**src/rtl/lac_pkg.sv**
```systemverilog
`default_nettype none

package lac_pkg;

    localparam logic [31:0] BG_RESET = 32'hFF1F1F1F;
    localparam logic [7:0]  CH_MAX   = 8'hFF;

    typedef struct packed {
        logic [7:0] src_alpha;
        logic [7:0] src_red;
        logic [7:0] src_green;
        logic [7:0] src_blue;
        logic [8:0] layer_opacity;
        logic       layer_visible;
        logic       first_layer;
        logic       last_layer;
    } in_item_t;

    typedef struct packed {
        logic [7:0] out_alpha;
        logic [7:0] out_red;
        logic [7:0] out_green;
        logic [7:0] out_blue;
    } out_item_t;

    typedef enum logic [1:0] {
        ST_IDLE,
        ST_ALPHA,
        ST_PRODUCT,
        ST_WRITE
    } ctrl_state_t;

    typedef struct packed {
        logic load;
        logic alpha_en;
        logic prod_en;
        logic write_en;
    } ctrl_cmd_t;

    typedef struct packed {
        logic last;
        logic out_free;
    } dp_status_t;

endpackage

`default_nettype wire

```
**src/rtl/lac_ctrl.sv**
```systemverilog
`default_nettype none

module lac_ctrl (
    input  wire logic               aclk,
    input  wire logic               aresetn,
    input  wire logic               s_valid,
    output logic                    s_ready,
    input  wire lac_pkg::dp_status_t status,
    output lac_pkg::ctrl_cmd_t      cmd
);

    lac_pkg::ctrl_state_t state_reg;
    lac_pkg::ctrl_state_t state_next;

    always_ff @(posedge aclk) begin
        if (!aresetn) begin
            state_reg <= lac_pkg::ST_IDLE;
        end else begin
            state_reg <= state_next;
        end
    end

    always_comb begin
        state_next   = state_reg;
        cmd          = '0;
        s_ready      = 1'b0;
        case (state_reg)
            lac_pkg::ST_IDLE: begin
                s_ready = 1'b1;
                if (s_valid) begin
                    cmd.load   = 1'b1;
                    state_next = lac_pkg::ST_ALPHA;
                end
            end
            lac_pkg::ST_ALPHA: begin
                cmd.alpha_en = 1'b1;
                state_next   = lac_pkg::ST_PRODUCT;
            end
            lac_pkg::ST_PRODUCT: begin
                cmd.prod_en = 1'b1;
                state_next  = lac_pkg::ST_WRITE;
            end
            lac_pkg::ST_WRITE: begin
                // a top layer holds while the previous result is still waiting
                if (!status.last || status.out_free) begin
                    cmd.write_en = 1'b1;
                    state_next   = lac_pkg::ST_IDLE;
                end
            end
            default: begin
                state_next = lac_pkg::ST_IDLE;
            end
        endcase
    end

endmodule

`default_nettype wire

```
**src/rtl/lac_datapath.sv**
```systemverilog
`default_nettype none

module lac_datapath (
    input  wire logic                aclk,
    input  wire logic                aresetn,
    input  wire logic                cfg_wr_en,
    input  wire logic [31:0]         cfg_wr_data,
    input  wire lac_pkg::in_item_t   s_data,
    input  wire lac_pkg::ctrl_cmd_t  cmd,
    output lac_pkg::dp_status_t      status,
    output logic                     m_valid,
    input  wire logic                m_ready,
    output lac_pkg::out_item_t       m_data
);

    // floor(x / 255) for x up to 255*255
    function automatic logic [7:0] div255(input logic [15:0] x);
        logic [16:0] est;
        logic [8:0]  q0;
        logic [16:0] rem;
        logic [8:0]  q;
        begin
            est = {1'b0, x} + {9'd0, x[15:8]};
            q0  = est[16:8];
            rem = {1'b0, x} - (({8'd0, q0} << 8) - {8'd0, q0});
            q   = (rem >= 17'd255) ? q0 + 9'd1 : q0;
            div255 = q[7:0];
        end
    endfunction

    lac_pkg::in_item_t item_reg;
    logic [31:0]       bg_reg;
    logic [31:0]       accum_reg;
    logic [7:0]        alpha_reg;
    logic              blend_reg;
    logic [15:0]       sum_reg [3];
    lac_pkg::out_item_t out_reg;
    logic              out_valid_reg;

    logic [16:0] alpha_prod;
    logic [7:0]  alpha_sat;
    logic [7:0]  inv_alpha;
    logic [7:0]  dst_ch [3];
    logic [7:0]  src_ch [3];
    logic [15:0] sum_next [3];
    logic [7:0]  new_alpha;
    logic [31:0] accum_next;

    assign alpha_prod = {9'd0, item_reg.src_alpha} * {8'd0, item_reg.layer_opacity};
    assign alpha_sat  = (alpha_prod[16:8] > {1'b0, lac_pkg::CH_MAX}) ? lac_pkg::CH_MAX
                                                                      : alpha_prod[15:8];
    assign inv_alpha  = lac_pkg::CH_MAX - alpha_reg;

    assign dst_ch[0] = accum_reg[23:16];
    assign dst_ch[1] = accum_reg[15:8];
    assign dst_ch[2] = accum_reg[7:0];
    assign src_ch[0] = item_reg.src_red;
    assign src_ch[1] = item_reg.src_green;
    assign src_ch[2] = item_reg.src_blue;

    always_comb begin
        for (int i = 0; i < 3; i++) begin
            sum_next[i] = ({8'd0, dst_ch[i]} * {8'd0, inv_alpha})
                        + ({8'd0, src_ch[i]} * {8'd0, alpha_reg});
        end
    end

    assign new_alpha  = (alpha_reg > accum_reg[31:24]) ? alpha_reg : accum_reg[31:24];
    assign accum_next = blend_reg ? {new_alpha, div255(sum_reg[0]), div255(sum_reg[1]),
                                     div255(sum_reg[2])}
                                  : accum_reg;

    always_ff @(posedge aclk) begin
        if (!aresetn) begin
            bg_reg        <= lac_pkg::BG_RESET;
            accum_reg     <= '0;
            out_valid_reg <= 1'b0;
        end else begin
            if (cfg_wr_en) begin
                bg_reg <= cfg_wr_data;
            end
            if (cmd.load && s_data.first_layer) begin
                accum_reg <= bg_reg;
            end else if (cmd.write_en) begin
                accum_reg <= accum_next;
            end
            if (cmd.write_en && item_reg.last_layer) begin
                out_valid_reg <= 1'b1;
            end else if (m_ready) begin
                out_valid_reg <= 1'b0;
            end
        end
    end

    always_ff @(posedge aclk) begin
        if (cmd.load) begin
            item_reg <= s_data;
        end
        if (cmd.alpha_en) begin
            alpha_reg <= alpha_sat;
            blend_reg <= item_reg.layer_visible && (alpha_sat != 8'd0);
        end
        if (cmd.prod_en) begin
            for (int i = 0; i < 3; i++) begin
                sum_reg[i] <= sum_next[i];
            end
        end
        if (cmd.write_en && item_reg.last_layer) begin
            out_reg <= accum_next;
        end
    end

    assign status.last     = item_reg.last_layer;
    assign status.out_free = !out_valid_reg || m_ready;
    assign m_valid         = out_valid_reg;
    assign m_data          = out_reg;

endmodule

`default_nettype wire

```
**src/rtl/layer_alpha_compositor_unit.sv**
```systemverilog
`default_nettype none

// Source-over compositor for one pixel position across a stack of layers.
// Send the layers bottom to top, marking the bottom with first_layer (loads
// the background colour) and the top with last_layer (emits the pixel).
// Each layer goes through the controller sequence: opacity multiply,
// per-channel products, then divide by 255 and accumulator write-back. A top
// layer waits in the write-back step while the previous pixel is still held
// on the result side. The user writes the background colour through cfg_wr_en
// and cfg_wr_data only while the block is idle; the block does not enforce it.
module layer_alpha_compositor_unit (
    input  wire logic               aclk,
    input  wire logic               aresetn,
    input  wire logic               cfg_wr_en,
    input  wire logic [31:0]        cfg_wr_data,
    input  wire logic               s_valid,
    output logic                    s_ready,
    input  wire lac_pkg::in_item_t  s_data,
    output logic                    m_valid,
    input  wire logic               m_ready,
    output lac_pkg::out_item_t      m_data
);

    lac_pkg::ctrl_cmd_t  cmd;
    lac_pkg::dp_status_t status;

    lac_ctrl u_ctrl (
        .aclk    (aclk),
        .aresetn (aresetn),
        .s_valid (s_valid),
        .s_ready (s_ready),
        .status  (status),
        .cmd     (cmd)
    );

    lac_datapath u_datapath (
        .aclk        (aclk),
        .aresetn     (aresetn),
        .cfg_wr_en   (cfg_wr_en),
        .cfg_wr_data (cfg_wr_data),
        .s_data      (s_data),
        .cmd         (cmd),
        .status      (status),
        .m_valid     (m_valid),
        .m_ready     (m_ready),
        .m_data      (m_data)
    );

    // a top layer never overwrites a result still waiting
    a_no_overwrite: assert property (@(posedge aclk) disable iff (!aresetn)
        (cmd.write_en && status.last) |-> status.out_free)
        else $error("result overwritten while pending");

    // one request in flight at a time
    a_one_in_flight: assert property (@(posedge aclk) disable iff (!aresetn)
        (s_valid && s_ready) |=> !s_ready)
        else $error("request accepted while busy");

    // a result appears only after a write-back step
    a_result_source: assert property (@(posedge aclk) disable iff (!aresetn)
        $rose(m_valid) |-> $past(cmd.write_en))
        else $error("result without write-back");

endmodule

`default_nettype wire

```
**config.mk**
```make
export PLATFORM = sky130hd
export DESIGN_NAME = layer_alpha_compositor_unit
export DESIGN_NICKNAME = d
export VERILOG_FILES = /design/src/rtl/lac_pkg.sv /design/src/rtl/lac_ctrl.sv /design/src/rtl/lac_datapath.sv /design/src/rtl/layer_alpha_compositor_unit.sv
export SDC_FILE = /design/constraint.sdc
export NUM_CORES = 1
export LEC_CHECK = 0
export BUFFER_PORTS_ARGS = -buffer_cell sky130_fd_sc_hd__buf_2
export CAP_MARGIN = 20
export CORE_ASPECT_RATIO = 1.75
export CORE_MARGIN = 2
export CORE_UTILIZATION = 60
export CTS_BUF_LIST = sky130_fd_sc_hd__clkbuf_16
export DETAILED_ROUTE_END_ITERATION = 10
export GPL_ROUTABILITY_DRIVEN = 0
export PLACE_DENSITY_LB_ADDON = 0.3
export SKIP_CTS_REPAIR_TIMING = 1
export SYNTH_ARGS = -nofsm -noshare
export SYNTH_HDL_FRONTEND = slang
export SYNTH_SLANG_ARGS = --single-unit
```
**constraint.sdc**
```tcl
create_clock -name aclk -period 9.05 [get_ports aclk]
set_input_delay 0.4525 -clock aclk [delete_from_list [all_inputs] [get_ports aclk]]
set_output_delay 0.4525 -clock aclk [all_outputs]
set_load 0.02 [all_outputs]
```
==> results.cfg, run 1 <==
[critical_path]
crit_fanout = 6
r2r_end = u_datapath.accum_reg[9]
cp_data_required_time_ns = 9.41
worst_path_most_repeated_cell = ha_1
crit_arrival_ns = 7.43
r2r-start = u_datapath.sum_reg[0][29]
crit_slowest_cell = or4_4
cp_top_family = simple AND/OR/NAND/NOR gates
rrSetupSlack_ns = 1.98
cp-start-kind = flip-flop
slowest_delay_ns = 0.61
crit_type = flip-flop to flip-flop
crit_path_end_kind = flip-flop
worst-path-buf-inv = 2
ff2ff_path_depth = 25

[clock_network]
cts_tree = done
cts_buffer_depth = 2
cts_root_buf = clkbuf_16
clock_sink_count = 199
clkTransAtPathRegs_ns = 0.09
cts_buffers = 17
htreeDepth = 4
clock_latency_ns = 0.47

[timing]
min_period_ns = 7.073
hold_viol = 0
clock.fmax_mhz = 141.4
fin_tns_setup_ns = 0
drv_slew = 0
setup_viol = 0
finalClockSkew_ns = 0.01532
relSlewSlack = 0.2685
tightest_slew_ns = 1.097
rsz0062_at_grt = no
min_period_over_period = 0.7815

[run]
drv_cap = 0

[synth]
async_flop_share = 0
yosysUniqueCellTypes = 77
synth.most_common_cell = inv_1
syn_area_mm2 = 0.02701
synth_top_area_share = 0.2439
yosys_warnings = 0
postSynthAreaPerCell_um2 = 9.421
synth_edf_count = 132
synth_commonest_cells = 529 x inv_1, 346 x ha_1, 329 x fa_1
ys_top_cells_by_area = fa_1 24%, ha_1 16%, edfxtp_1 15%, inv_1 7.4%, dfxtp_1 5.0%
synth-seq-cells = 199
synth_flop_cell = edfxtp_1
ys_seq_area_frac = 0.1964
syn_inst = 2867
yosys.area.top_type = fa_1

[route]
met3_length_um = 3105
wl_per_cell_um = 18.30
dr.pass1.iters = 7
drcViolationCount = 0
viasPerCell = 5.806
dr.max_layer_used = met4
ant_nets = 0
wl_met2_um = 34080
wirelength_met1_um = 23090
vias = 20459
drt_iter0_drc = 1171
wirelength_um = 64480

[cells_and_area]
drive_gt1_frac = 0.06985
nets = 3692
fill_cells = 3615
ff_latch_area_mm2 = 0.005305
multi_input_area_mm2 = 0.01942
largest_register_ffs = 48
synthToLayoutAreaGrowth_pct = 6.578

[floorplanning]
boundaryPins = 115
dieWidth_um = 164.4
start_util = 0.6082
rows = 102
die_y_um = 284.7
die_area_mm2 = 0.04680
core-area_mm2 = 0.04441

[global_route]
grt_pass1_wl_um = 106600
grt_max_degree = 51
antenna_found_initial = 2
grt_use_total = 0.2877
grt_pass1_vias = 22412
grt-ovfl-total = 0

[min_path]
hold_class = input pin to flip-flop
hold_end = u_datapath.item_reg[14]
holdCritStartpoint = s_data[14]
min_path_cells = 1

[run_status]
status = finished clean

[placement]
dp_hpwl_um = 52030
portBuffers = 114
[through the flow]
stage               utilization  instance area [um2]  hold slack [ns]  setup slack, ns  instances
finish                   0.6482                28790           0.1498            1.977       3524
global route             0.6480                28780           0.1324            1.675       3522
CTS                      0.6480                28780           0.1287            2.039       3521
detailed placement       0.6333                28130           0.4586            2.100       3489
global placement         0.6329                28110           0.4489            2.340       3488
floorplan                     -                27020           0.4312            2.752       2869
[worst register-to-register path, delay by kind of cell, from the launching register on]
kind	cells	cell delay (ns)
simple gates	9	2.55
mux	2	0.40
flops	1	0.51
fa+ha+maj	4	1.39
buf+inv	2	0.15
compound gates	8	1.97
[worst max-delay path by stage]
stage / cells past startpoint / startpoint / slack, ns / end
detailed placement: 25 / u_datapath.sum_reg[0][29] / 2.10 / u_datapath.accum_reg[9]
floorplan: 25 / u_datapath.sum_reg[0][29] / 2.75 / u_datapath.accum_reg[9]
CTS: 25 / u_datapath.sum_reg[0][29] / 2.04 / u_datapath.accum_reg[9]
global placement: 24 / u_datapath.sum_reg[0][30] / 2.34 / u_datapath.m_data[10]
global route: 25 / u_datapath.sum_reg[0][29] / 1.68 / u_datapath.m_data[14]
finish: 25 / u_datapath.sum_reg[0][29] / 1.98 / u_datapath.accum_reg[9]
[cell families after synthesis]
| group | after synthesis | synth area share |
|---|---|---|
| XOR/XNOR | 117 | 0.03794 |
| buffers and inverters | 612 | 0.08505 |
| AO/OA/AOI/OAI | 323 | 0.07968 |
| other | 1 | 0.0001388 |
| adder cells (fa/ha/maj) | 675 | 0.4041 |
| multiplexers | 53 | 0.02006 |
| flip-flops | 199 | 0.1964 |
| AND/OR/NAND/NOR | 887 | 0.1766 |
[layer usage]
layer / up-vias / track usage
li1: 9385 / -
met2: 701 / 0.5252
met3: 254 / 0.03706
met1: 10119 / 0.3110
met4: 0 / 0.1728
met5: - / 0
[cells in the final DEF, fill, tap and decap left out, types with 6 or more instances in the layout]
master     instances
nand3_1           26
o31a_1             6
inv_12             7
nor3_1            31
or2_2             14
nor2b_1          112
fa_1             329
buf_4             14
clkbuf_16         17
o21bai_1          13
o21ai_0           53
nand4_1           25
edfxtp_1         132
xor2_1            28
mux2i_1           44
a21oi_1           91
nor2_1           108
nand2b_1         114
inv_1            529
ha_1             345
xnor2_1           89
a31o_2             8
a211oi_1          13
nor4_1            10
nand2_1          197
and2_1           196
o31ai_1            6
a211o_1           11
dfxtp_1           67
buf_2            114
and3_1            24
o21a_1            15
a21o_1            25
mux2_2             9
o211ai_1           7
a31oi_1           19
[cell type report]
class                           count  share of cell area
Tap cell                          572             0.02486
Sequential cell                   199              0.1843
Clock inverter                     15            0.007824
Clock buffer                       17             0.01478
Antenna cell                        3           0.0002608
Inverter                          531             0.06924
Timing Repair Buffer              129             0.02417
Multi-Input combinational cell   2058              0.6746
Power of run 1 is left out: the tool's default activity adds up to more than one toggle a clock period on the data nets, which glitch-free logic cannot reach.
==> inputs of run 2 (changes only) <==
--- a/config.mk
+++ b/config.mk
@@ -5,6 +5,7 @@
 export SDC_FILE = /design/constraint.sdc
 export NUM_CORES = 1
 export LEC_CHECK = 0
+export ABC_AREA = 1
 export BUFFER_PORTS_ARGS = -buffer_cell sky130_fd_sc_hd__buf_2
 export CAP_MARGIN = 20
 export CORE_ASPECT_RATIO = 1.75
==> constraint.sdc (replaced) <==
create_clock -name aclk -period 7.35 [get_ports aclk]
set_input_delay 0.3675 -clock aclk [delete_from_list [all_inputs] [get_ports aclk]]
set_output_delay 0.3675 -clock aclk [all_outputs]
set_load 0.02 [all_outputs]
==> run 2 against run 1 <==
  * Sequential share of layout area down 0.41 points
  * Final cell count up 19%
  * Clock skew about the same
  * Synthesized cell count is 23% higher
  * Maximum frequency rose by 15%
  * Register-to-register slack lost 0.79 ns
  * Worst setup slack got worse by 0.79 ns
  * Core utilization down 0.72 points
  * Sequential cell count unchanged
  * First-iteration DRC count up 20%
  * Hold slack worse by 0.096 ns
==> results.cfg, run 2 <==
[route]
drcViolationCount = 0
ant_nets = 0
drt_iter0_drc = 1403
dr.pass1.iters = 7
viasPerCell = 5.392
wl_per_cell_um = 16.53
wirelength_um = 69020
vias = 22517

[clock_network]
clock_sink_count = 199
clkTransAtPathRegs_ns = 0.08
clock_latency_ns = 0.48
cts_root_buf = clkbuf_16
cts_tree = done
cts_buffer_depth = 2
cts_buffers = 17
htreeDepth = 4

[global_route]
grt_pass1_vias = 23648
grt_use_total = 0.2985
grt-ovfl-total = 0
antenna_found_initial = 0
grt_max_degree = 49
grt_pass1_wl_um = 113300

[critical_path]
slowest_delay_ns = 0.55
cp_cell_sequence = clkinv_1 > nand2_1 > fa_1 > fa_1 > inv_1 > fa_1 > fa_1 > inv_1 > fa_1 > fa_1 > inv_1 > ha_1 > nand2_1 > o21ai_0 > a31oi_1 > o21ai_0 > a21oi_1 > nor2_1 > nor2_1 > xor2_1
r2r-start = u_datapath.alpha_reg[5]
crit_fanout = 19
cp-start-kind = flip-flop
crit_path_end_kind = flip-flop
ff2ff_path_depth = 20
crit_type = flip-flop to flip-flop
r2r_end = u_datapath.sum_reg[0][45]
crit_slowest_cell = clkinv_1
crit_arrival_ns = 6.38
cp_data_required_time_ns = 7.57
worst_path_most_repeated_cell = fa_1
rrSetupSlack_ns = 1.19

[min_path]
holdCritStartpoint = s_data[37]
hold_class = input pin to flip-flop
min_path_cells = 1
hold_end = u_datapath.item_reg[37]

[cells_and_area]
fill_cells = 3896
largest_register_ffs = 48
nets = 4336
drive_gt1_frac = 0.06930
most-common-layout-cells = 879 x inv_1, 847 x nand2_1, 345 x ha_1
antenna_cells = 0
layout_commonest_cell = inv_1
final_cell_area_mm2 = 0.02944
synthToLayoutAreaGrowth_pct = 5.719
post-route-util = 0.6409

[timing]
min_period_over_period = 0.8381
finalClockSkew_ns = 0.01560
min_period_ns = 6.160
whs_ns = 0.05418
relSlewSlack = 0.3933
clock.fmax_mhz = 162.3
fin_tns_setup_ns = 0
drv_slew = 0
tightest_slew_ns = 0.9101
hold_viol = 0
rsz0062_at_grt = no
setup_viol = 0

[synth]
synth_edf_count = 132
yosys_warnings = 0
syn_area_mm2 = 0.02785
synth_commonest_cells = 880 x inv_1, 847 x nand2_1, 346 x ha_1
postSynthAreaPerCell_um2 = 7.871
synth_flop_cell = edfxtp_1
synth.most_common_cell = inv_1
yosysUniqueCellTypes = 58
synth_top_area_share = 0.2365
synth-seq-cells = 199
yosys.area.top_type = fa_1
syn_inst = 3538
async_flop_share = 0
ys_top_cells_by_area = fa_1 24%, ha_1 16%, edfxtp_1 14%, inv_1 12%, nand2_1 11%
ys_seq_area_frac = 0.1905

[floorplanning]
die_area_mm2 = 0.04822
start_util = 0.6063
boundaryPins = 115
rows = 104
die_y_um = 289.0
dieWidth_um = 166.9
core-area_mm2 = 0.04593

[run]
drv_cap = 0

[run_status]
status = finished clean

[placement]
dpl_cell_area_mm2 = 0.02882
dp_hpwl_um = 55870
portBuffers = 114
## run 2: changes by cell type after synthesis, sizes merged, moves of 112 or more
| cell | change |
|---|---|
| and2 | -187 |
| nor2b | -112 |
| nand2 | +668 |
| inv | +362 |
| nand3 | +124 |
| nand2b | -114 |
## run 2: critical path: cells and delay by family, from the launching register on
| family | cells | cell delay, ns |
|---|---|---|
| adders and majority gates | 7 | 3.29 |
| AOI/OAI and AO/OA | 4 | 0.91 |
| buffers and inverters | 4 | 0.71 |
| and+or+nand+nor | 4 | 0.47 |
| DFF | 1 | 0.35 |
| xor gates and xnor gates | 1 | 0.14 |
## run 2: through the flow
stage               worst slack [ns]  std cells
CTS                            1.218       4175
finish                         1.190       4176
global placement               1.370       4143
floorplan                      1.655       3540
global route                  0.9088       4176
detailed placement             1.255       4143
## run 2: how the worst max path moves through the flow
stage / slack (ns) / startpoint / end / depth (start not counted)
4_1_cts: 1.22 / u_datapath.alpha_reg[5] / u_datapath.sum_reg[0][45] / 20
2_1_floorplan: 1.66 / u_datapath.alpha_reg[7] / u_datapath.sum_reg[0][15] / 25
3_5_place_dp: 1.26 / u_datapath.alpha_reg[5] / u_datapath.sum_reg[0][45] / 20
5_1_grt: 0.91 / u_datapath.alpha_reg[5] / u_datapath.sum_reg[0][45] / 20
6_report: 1.19 / u_datapath.alpha_reg[5] / u_datapath.sum_reg[0][45] / 20
3_3_place_gp: 1.37 / u_datapath.alpha_reg[5] / u_datapath.sum_reg[0][45] / 20
## run 2: final cells by class
class | count | area, um2 | share of cell area
sequential | 199 | 5305 | 0.1802
tap | 583 | 729.5 | 0.02478
inverter | 899 | 3374 | 0.1146
clock buffer | 17 | 425.4 | 0.01445
multi-input combinational | 2330 | 18700 | 0.6353
clock inverter | 15 | 168.9 | 0.005737
timing repair buffer | 133 | 733.2 | 0.02490
## run 2: routing by layer
metal / wire [um] / track usage / part of all wire
met5: 0 / 0 / 0
met4: 4623 / 0.1823 / 0.067
met3: 3768 / 0.03675 / 0.055
met2: 35940 / 0.5591 / 0.52
met1: 24690 / 0.3186 / 0.36
## run 2: cells by family (layout without fill, tap and decap cells)
logic type / count (synthesis) / count (layout) / synth area share
and+or+nand+nor: 1296 / 1296 / 0.1941
buffers and inverters: 1011 / 1064 / 0.1385
adders and majority gates: 675 / 675 / 0.3920
AOI/OAI and AO/OA: 263 / 263 / 0.05526
DFF: 199 / 199 / 0.1905
xor gates and xnor gates: 93 / 93 / 0.02952
other: 1 / 3 / 0.0001347
Power of run 2 is left out for the same reason.
